--- config.mk ---
export PLATFORM = sky130hd
export DESIGN_NAME = avs_mac_cell
export DESIGN_NICKNAME = d
export VERILOG_FILES = /design/src/hw/rtl/avs_pkg.sv /design/src/hw/rtl/avs_mac_cell.sv
export SDC_FILE = /design/constraint.sdc
export NUM_CORES = 2
export LEC_CHECK = 0
export BUFFER_PORTS_ARGS = -buffer_cell sky130_fd_sc_hd__buf_4
export CAP_MARGIN = 5
export CORE_MARGIN = 2
export CORE_UTILIZATION = 60
export CTS_CLUSTER_DIAMETER = 40
export DETAILED_ROUTE_END_ITERATION = 8
export PLACE_DENSITY = 0.81
export SLEW_MARGIN = 10
export SYNTH_ARGS = -nofsm -noshare
export SYNTH_HDL_FRONTEND = slang
export SYNTH_SLANG_ARGS = --single-unit
--- constraint.sdc ---
create_clock -name clk -period 4.83 [get_ports clk]
set_clock_uncertainty 0.05 [all_clocks]
set_input_delay 0.2415 -clock clk [delete_from_list [all_inputs] [get_ports clk]]
set_output_delay 0.2415 -clock clk [all_outputs]
set_load 0.01 [all_outputs]
--- src/hw/rtl/avs_pkg.sv ---
package avs_pkg;

	localparam int CODE_BITS = 10;
	localparam int ACC_W     = 64;
	localparam int INT_W     = 32;
	localparam int N_CELLS   = 4;
	localparam int SPLIT_CODE = 194;

	localparam logic signed [ACC_W-1:0] ACC_LIM = 64'sh4000_0000_0000_0000;

	// range numbers
	localparam logic [2:0] RNG_500MV = 3'd0;
	localparam logic [2:0] RNG_1V    = 3'd1;
	localparam logic [2:0] RNG_10V   = 3'd2;
	localparam logic [2:0] RNG_100MV = 3'd3;
	localparam logic [2:0] RNG_5V    = 3'd5;

	// suggestion thresholds in mV, taken on the range 2 reading
	localparam logic signed [INT_W-1:0] SUG_LIM_100MV = 32'sd80;
	localparam logic signed [INT_W-1:0] SUG_LIM_500MV = 32'sd400;
	localparam logic signed [INT_W-1:0] SUG_LIM_1V    = 32'sd800;
	localparam logic signed [INT_W-1:0] SUG_LIM_5V    = 32'sd4000;

	typedef struct packed {
		logic [CODE_BITS-1:0]    x;
		logic [2:0]              rng;
		logic                    hi;
		logic signed [ACC_W-1:0] lin;
	} avs_tag_t;

	function automatic logic signed [ACC_W-1:0] lin_gain(input logic [2:0] rng);
		logic signed [ACC_W-1:0] g;
		case (rng)
			RNG_500MV: g = 64'sd2276440041;
			RNG_1V:    g = 64'sd4213083745;
			RNG_100MV: g = 64'sd464930210;
			RNG_5V:    g = 64'sd30922390142;
			default:   g = '0;
		endcase
		return g;
	endfunction

	function automatic logic signed [ACC_W-1:0] lin_off(input logic [2:0] rng);
		logic signed [ACC_W-1:0] o;
		case (rng)
			RNG_500MV: o = -64'sd114609913804;
			RNG_1V:    o = -64'sd209744298403;
			RNG_100MV: o = -64'sd22374331481;
			RNG_5V:    o = -64'sd1501932883542;
			default:   o = '0;
		endcase
		return o;
	endfunction

	// quartic coefficients, highest power first
	function automatic logic signed [ACC_W-1:0] quart_coef(input logic [2:0] idx,
			input logic hi);
		logic signed [ACC_W-1:0] c;
		if (!hi) begin
			case (idx)
				3'd0:    c = -64'sd2862;
				3'd1:    c = 64'sd1546751;
				3'd2:    c = -64'sd384838948;
				3'd3:    c = 64'sd123411160787;
				3'd4:    c = -64'sd5464229192663;
				default: c = '0;
			endcase
		end else begin
			case (idx)
				3'd0:    c = 64'sd208;
				3'd1:    c = -64'sd379603;
				3'd2:    c = 64'sd177450869;
				3'd3:    c = 64'sd56403228518;
				3'd4:    c = -64'sd4291496962425;
				default: c = '0;
			endcase
		end
		return c;
	endfunction

	function automatic logic signed [INT_W-1:0] full_scale(input logic [2:0] rng);
		logic signed [INT_W-1:0] f;
		case (rng)
			RNG_500MV: f = 32'sd500;
			RNG_1V:    f = 32'sd1000;
			RNG_10V:   f = 32'sd10000;
			RNG_100MV: f = 32'sd100;
			RNG_5V:    f = 32'sd5000;
			default:   f = '0;
		endcase
		return f;
	endfunction

	// q32 to integer, truncated toward zero
	function automatic logic signed [INT_W-1:0] q32_trunc(input logic signed [ACC_W-1:0] q);
		logic signed [INT_W-1:0] ip;
		ip = q[ACC_W-1:ACC_W-INT_W];
		if (q[ACC_W-1] && (q[ACC_W-INT_W-1:0] != '0))
			ip = ip + 32'sd1;
		return ip;
	endfunction

endpackage

--- src/hw/rtl/avs_mac_cell.sv ---
module avs_mac_cell (
	input  logic                              clk,
	input  logic                              arst_n,
	input  logic                              valid_i,
	input  avs_pkg::avs_tag_t                 tag_i,
	input  logic signed [avs_pkg::ACC_W-1:0]  acc_i,
	input  logic signed [avs_pkg::ACC_W-1:0]  coef_i,
	output logic                              valid_o,
	output avs_pkg::avs_tag_t                 tag_o,
	output logic signed [avs_pkg::ACC_W-1:0]  acc_o
);

	localparam int PW = avs_pkg::ACC_W + avs_pkg::CODE_BITS + 1;
	localparam logic signed [PW-1:0] PLIM = PW'(avs_pkg::ACC_LIM);
	localparam logic signed [avs_pkg::ACC_W:0] SLIM = (avs_pkg::ACC_W+1)'(avs_pkg::ACC_LIM);

	logic signed [PW-1:0]              acc_w;
	logic signed [PW-1:0]              x_w;
	logic signed [PW-1:0]              prod_full;
	logic signed [avs_pkg::ACC_W-1:0]  prod_sat;
	logic signed [avs_pkg::ACC_W:0]    sum;
	logic signed [avs_pkg::ACC_W-1:0]  sum_sat;

	logic                              valid_s1;
	avs_pkg::avs_tag_t                 tag_s1;
	logic signed [avs_pkg::ACC_W-1:0]  prod_s1;
	logic signed [avs_pkg::ACC_W-1:0]  coef_s1;
	logic                              valid_s2;
	avs_pkg::avs_tag_t                 tag_s2;
	logic signed [avs_pkg::ACC_W-1:0]  acc_s2;

	// multiply, clamped to the accumulator limit
	always_comb begin
		acc_w     = PW'(acc_i);
		x_w       = PW'($signed({1'b0, tag_i.x}));
		prod_full = acc_w * x_w;
		if (prod_full > PLIM)
			prod_sat = avs_pkg::ACC_LIM;
		else if (prod_full < -PLIM)
			prod_sat = -avs_pkg::ACC_LIM;
		else
			prod_sat = prod_full[avs_pkg::ACC_W-1:0];
	end

	always_comb begin
		sum = (avs_pkg::ACC_W+1)'(prod_s1) + (avs_pkg::ACC_W+1)'(coef_s1);
		if (sum > SLIM)
			sum_sat = avs_pkg::ACC_LIM;
		else if (sum < -SLIM)
			sum_sat = -avs_pkg::ACC_LIM;
		else
			sum_sat = sum[avs_pkg::ACC_W-1:0];
	end

	always_ff @(posedge clk or negedge arst_n) begin
		if (!arst_n) begin
			valid_s1 <= 1'b0;
			valid_s2 <= 1'b0;
		end else begin
			valid_s1 <= valid_i;
			valid_s2 <= valid_s1;
		end
	end

	always_ff @(posedge clk) begin
		tag_s1  <= tag_i;
		prod_s1 <= prod_sat;
		coef_s1 <= coef_i;
		tag_s2  <= tag_s1;
		acc_s2  <= sum_sat;
	end

	assign valid_o = valid_s2;
	assign tag_o   = tag_s2;
	assign acc_o   = acc_s2;

	a_acc_bounded: assert property (@(posedge clk) disable iff (!arst_n)
		valid_s2 |-> (acc_s2 <= avs_pkg::ACC_LIM) && (acc_s2 >= -avs_pkg::ACC_LIM))
		else $error("accumulator beyond limit");

	a_prod_bounded: assert property (@(posedge clk) disable iff (!arst_n)
		valid_s1 |-> (prod_s1 <= avs_pkg::ACC_LIM) && (prod_s1 >= -avs_pkg::ACC_LIM))
		else $error("product beyond limit");

	a_two_stage: assert property (@(posedge clk) disable iff (!arst_n)
		valid_i |-> ##2 valid_o)
		else $error("cell lost an item");

endmodule

==> results.md <==
* I/O Buffers at between 300 and 400
* Root Buffer: clkbuf_16
* Synth cell count leaders: fa_1 (530), nand2_1 (523), inv_1 (517), dfxtp_1 (348), and2_1 (319)
* Nets@finish at between 5000 and 6000
* Unrepaired setup endpoints after global routing: true
* Longest Clk Path Bufs at 3
* HPWL after DPL at around 83 mm
* Syn Area/Cell at roughly 9.0 um^2
* Starting Density at between 60% and 70%
* Worst setup margin at -1.57 ns
* Initial antenna violation count at 1
* Multi-input logic area at ~26000 um^2
* CTS tree: done
* Residual overflow from global routing at 0
* Synth Warn # at 0
* First-pass GRT wire length at about 180 mm
* Skew-Pair Late Insertion Delay at 0.59 ns
* Class of the worst hold path: input port to flop
* Most instantiated library cell after synthesis: fa_1
* Failing checks: negative setup slack
* Max Fclk at ~160 MHz
* Via count at about 33000
* Routed WL at between 100 and 150 mm
* Fin crit share at 133%
* Setup violators final at 64
* Flops & latches, synth at 350
* Cell Rows at 88
* Antenna-violating nets left at 0
* Htree depth at 2
* Area leader, netlist: fa_1
* Dpl ws at -2.26 ns
* Largest net degree at the start of global routing at 53
* Async S/R FF share, synth at 0.571%
* Cells after Synth at between 3000 and 4000
* Fin util at roughly 82%
* Critical path capture point type: flop
* Clock net sink count at between 300 and 400
* Post-synth EDFFs at 0
* GPL Wtd Cong at 1.01
* Number of global-route vias before repair at around 35000
* Top cells by area, synth: fa_1 (30%), dfxtp_1 (20%), ha_1 (7.8%), and2_1 (5.7%), nand2_1 (5.6%)
* Worst-Margin Slew at 0.719 ns
* CP Data Required Time at 5.26 ns
* Post-synth top area share at between 30 and 40%
* Register area share after synthesis at 19.9%
* Die area at 60700 um^2
* Tot GR Track Use at just under 40%
* Synth unique cells at 109
* Arr. time, crit path at just under 7 ns
* Wire length per cell at 21.8 um
* Top_reg_cell synth: dfxtp_1
* Syn_nets at just under 5000
* Crit path launch type: input port
* DIE WIDTH at 246 um
* Critical Path Fanout Max at 7
* R2r setup slk at 0.16 ns
* Hold Violations, Final at 0
* Initial DRC Count at 3425
* Min Tclk post-route at about 6.4 ns
* Total CTS buffers at 40
* Slew Limit Fails at 0
* Layout cell share with drive strength beyond 1 at between 20% and 30%
* Status: complete, but fails checks
* Register Area at approximately 7000 um^2
* Relative slew slack at roughly 52%
* Filler instances at 3199
* CTS clk-pin slew, worst paths at approximately 0.060 ns
* First-pass iteration count of the detailed router at 8
* Core ar. at roughly 58000 um^2
* # Max-Cap Violations at 0
* Hold_ws at approximately 0.069 ns
* Layout area overhead at 34.7%
* Setup CP Type: input port to flop
* Die Ht at between 200 and 250 um
* I/O pin cnt at 352
* Routed vias/inst at roughly 5.9
* Remaining DRCs at 0
* Cell Area, Synth at roughly 35000 um^2
-- through the flow --
| stage | std cells | instance area [um^2] | setup TNS, ns |
|---|---|---|---|
| 6_report | 5673 | 47400 | -87.13 |
| 5_1_grt | 5672 | 47400 | -96.60 |
| 4_1_cts | 5655 | 46800 | -72.37 |
| 3_5_place_dp | 5399 | 42600 | -127.94 |
| 3_3_place_gp | 5399 | 42600 | -121.59 |
| 2_1_floorplan | 3919 | 35700 | -84.21 |
-- routing by layer --
layer	GRT usage, %	routed length, um	vias up
met5	0	0	-
met4	18.8	8070	0
met3	6.95	12800	636
met2	65.7	58700	2307
met1	48.0	43800	16058
li1	-	-	14452
-- area by class of cell --
class	instances	share of cell area, %
repair buffers	1137	20.3
inverters	517	4.09
multi-input cells	2829	55.7
diodes	1	0.00527
well taps	765	2.02
flip-flops and latches	350	14.8
clock buffers	56	2.54
clock inverters	18	0.527
-- sequential cells by signal, indices dropped and copies added, names as in the netlist --
name / count
valid_o: 1
coef_s1: 64
tag_s1: 78
acc_o: 64
tag_o: 78
valid_s1: 1
prod_s1: 64
-- critical path, cell delays in order --
cell	delay, ns
buf_16	0.17
buf_16	0.19
nand2_1	0.08
fa_1	0.47
fa_2	0.54
inv_1	0.06
fa_2	0.47
fa_1	0.50
inv_1	0.05
fa_1	0.50
inv_1	0.10
ha_4	0.30
nand4_1	0.18
nor4_4	0.39
buf_4	0.17
nand2_1	0.04
a21oi_1	0.14
buf_4	0.16
nor3_2	0.05
nor2_1	0.20
xor2_1	0.19
or4b_4	0.57
nor4b_2	0.25
nand4_1	0.13
buf_6	0.15
o31a_4	0.42
nor2_4	0.10
-- logic make-up (layout without fill, tap and decap cells) --
kind of cell / after synthesis / count (layout) / synth area share [%]
xor gates and xnor gates: 130 / 130 / 3.25
adders and majority gates: 751 / 751 / 38.0
muxes: 12 / 12 / 0.387
AOI/OAI and AO/OA: 580 / 583 / 10.7
buffers and inverters: 743 / 1728 / 8.19
other: 0 / 1 / 0
DFF: 350 / 350 / 19.9
and+or+nand+nor: 1353 / 1353 / 19.6
-- final timing paths --
kind,end,from,cells after the start
worst min register to register,tag_o[37]$_DFF_P_,tag_s1[37]$_DFF_P_,0
worst min-delay path,tag_s1[72]$_DFF_P_,tag_i[72],2
max in group asynchronous,valid_o$_DFF_PN0_,arst_n,3
min in group asynchronous,valid_s1$_DFF_PN0_,arst_n,3
worst max-delay path,prod_s1[15]$_SDFF_PP0_,tag_i[72],27
worst max register to register,acc_o[5]$_SDFF_PP0_,prod_s1[0]$_SDFF_PP0_,18
-- timing repair --
item,in CTS,in global routing
buffers inserted,21,15
gates resized for setup,166,111
cloned,18,2
hold buffers,143,0
endpoints found under the setup margin,64,90
endpoints found under the hold margin,143,0
pin swaps,60,52
-- layout by cell type (no fill, tap or decap), types with 37 or more instances in the layout --
master,n
nand4_1,79
xnor2_1,60
nand2_1,506
o21ai_1,43
buf_4,941
ha_1,179
nor2_1,168
dlygate4sd3_1,143
o21ai_0,94
a21o_1,50
and2_1,311
xor2_1,63
dfxtp_1,348
fa_1,502
a21oi_1,152
inv_1,506
clkbuf_16,44
ha_4,37
Power is left out: the tool's default activity adds up to more than one toggle a clock period on the data nets, which glitch-free logic cannot reach.
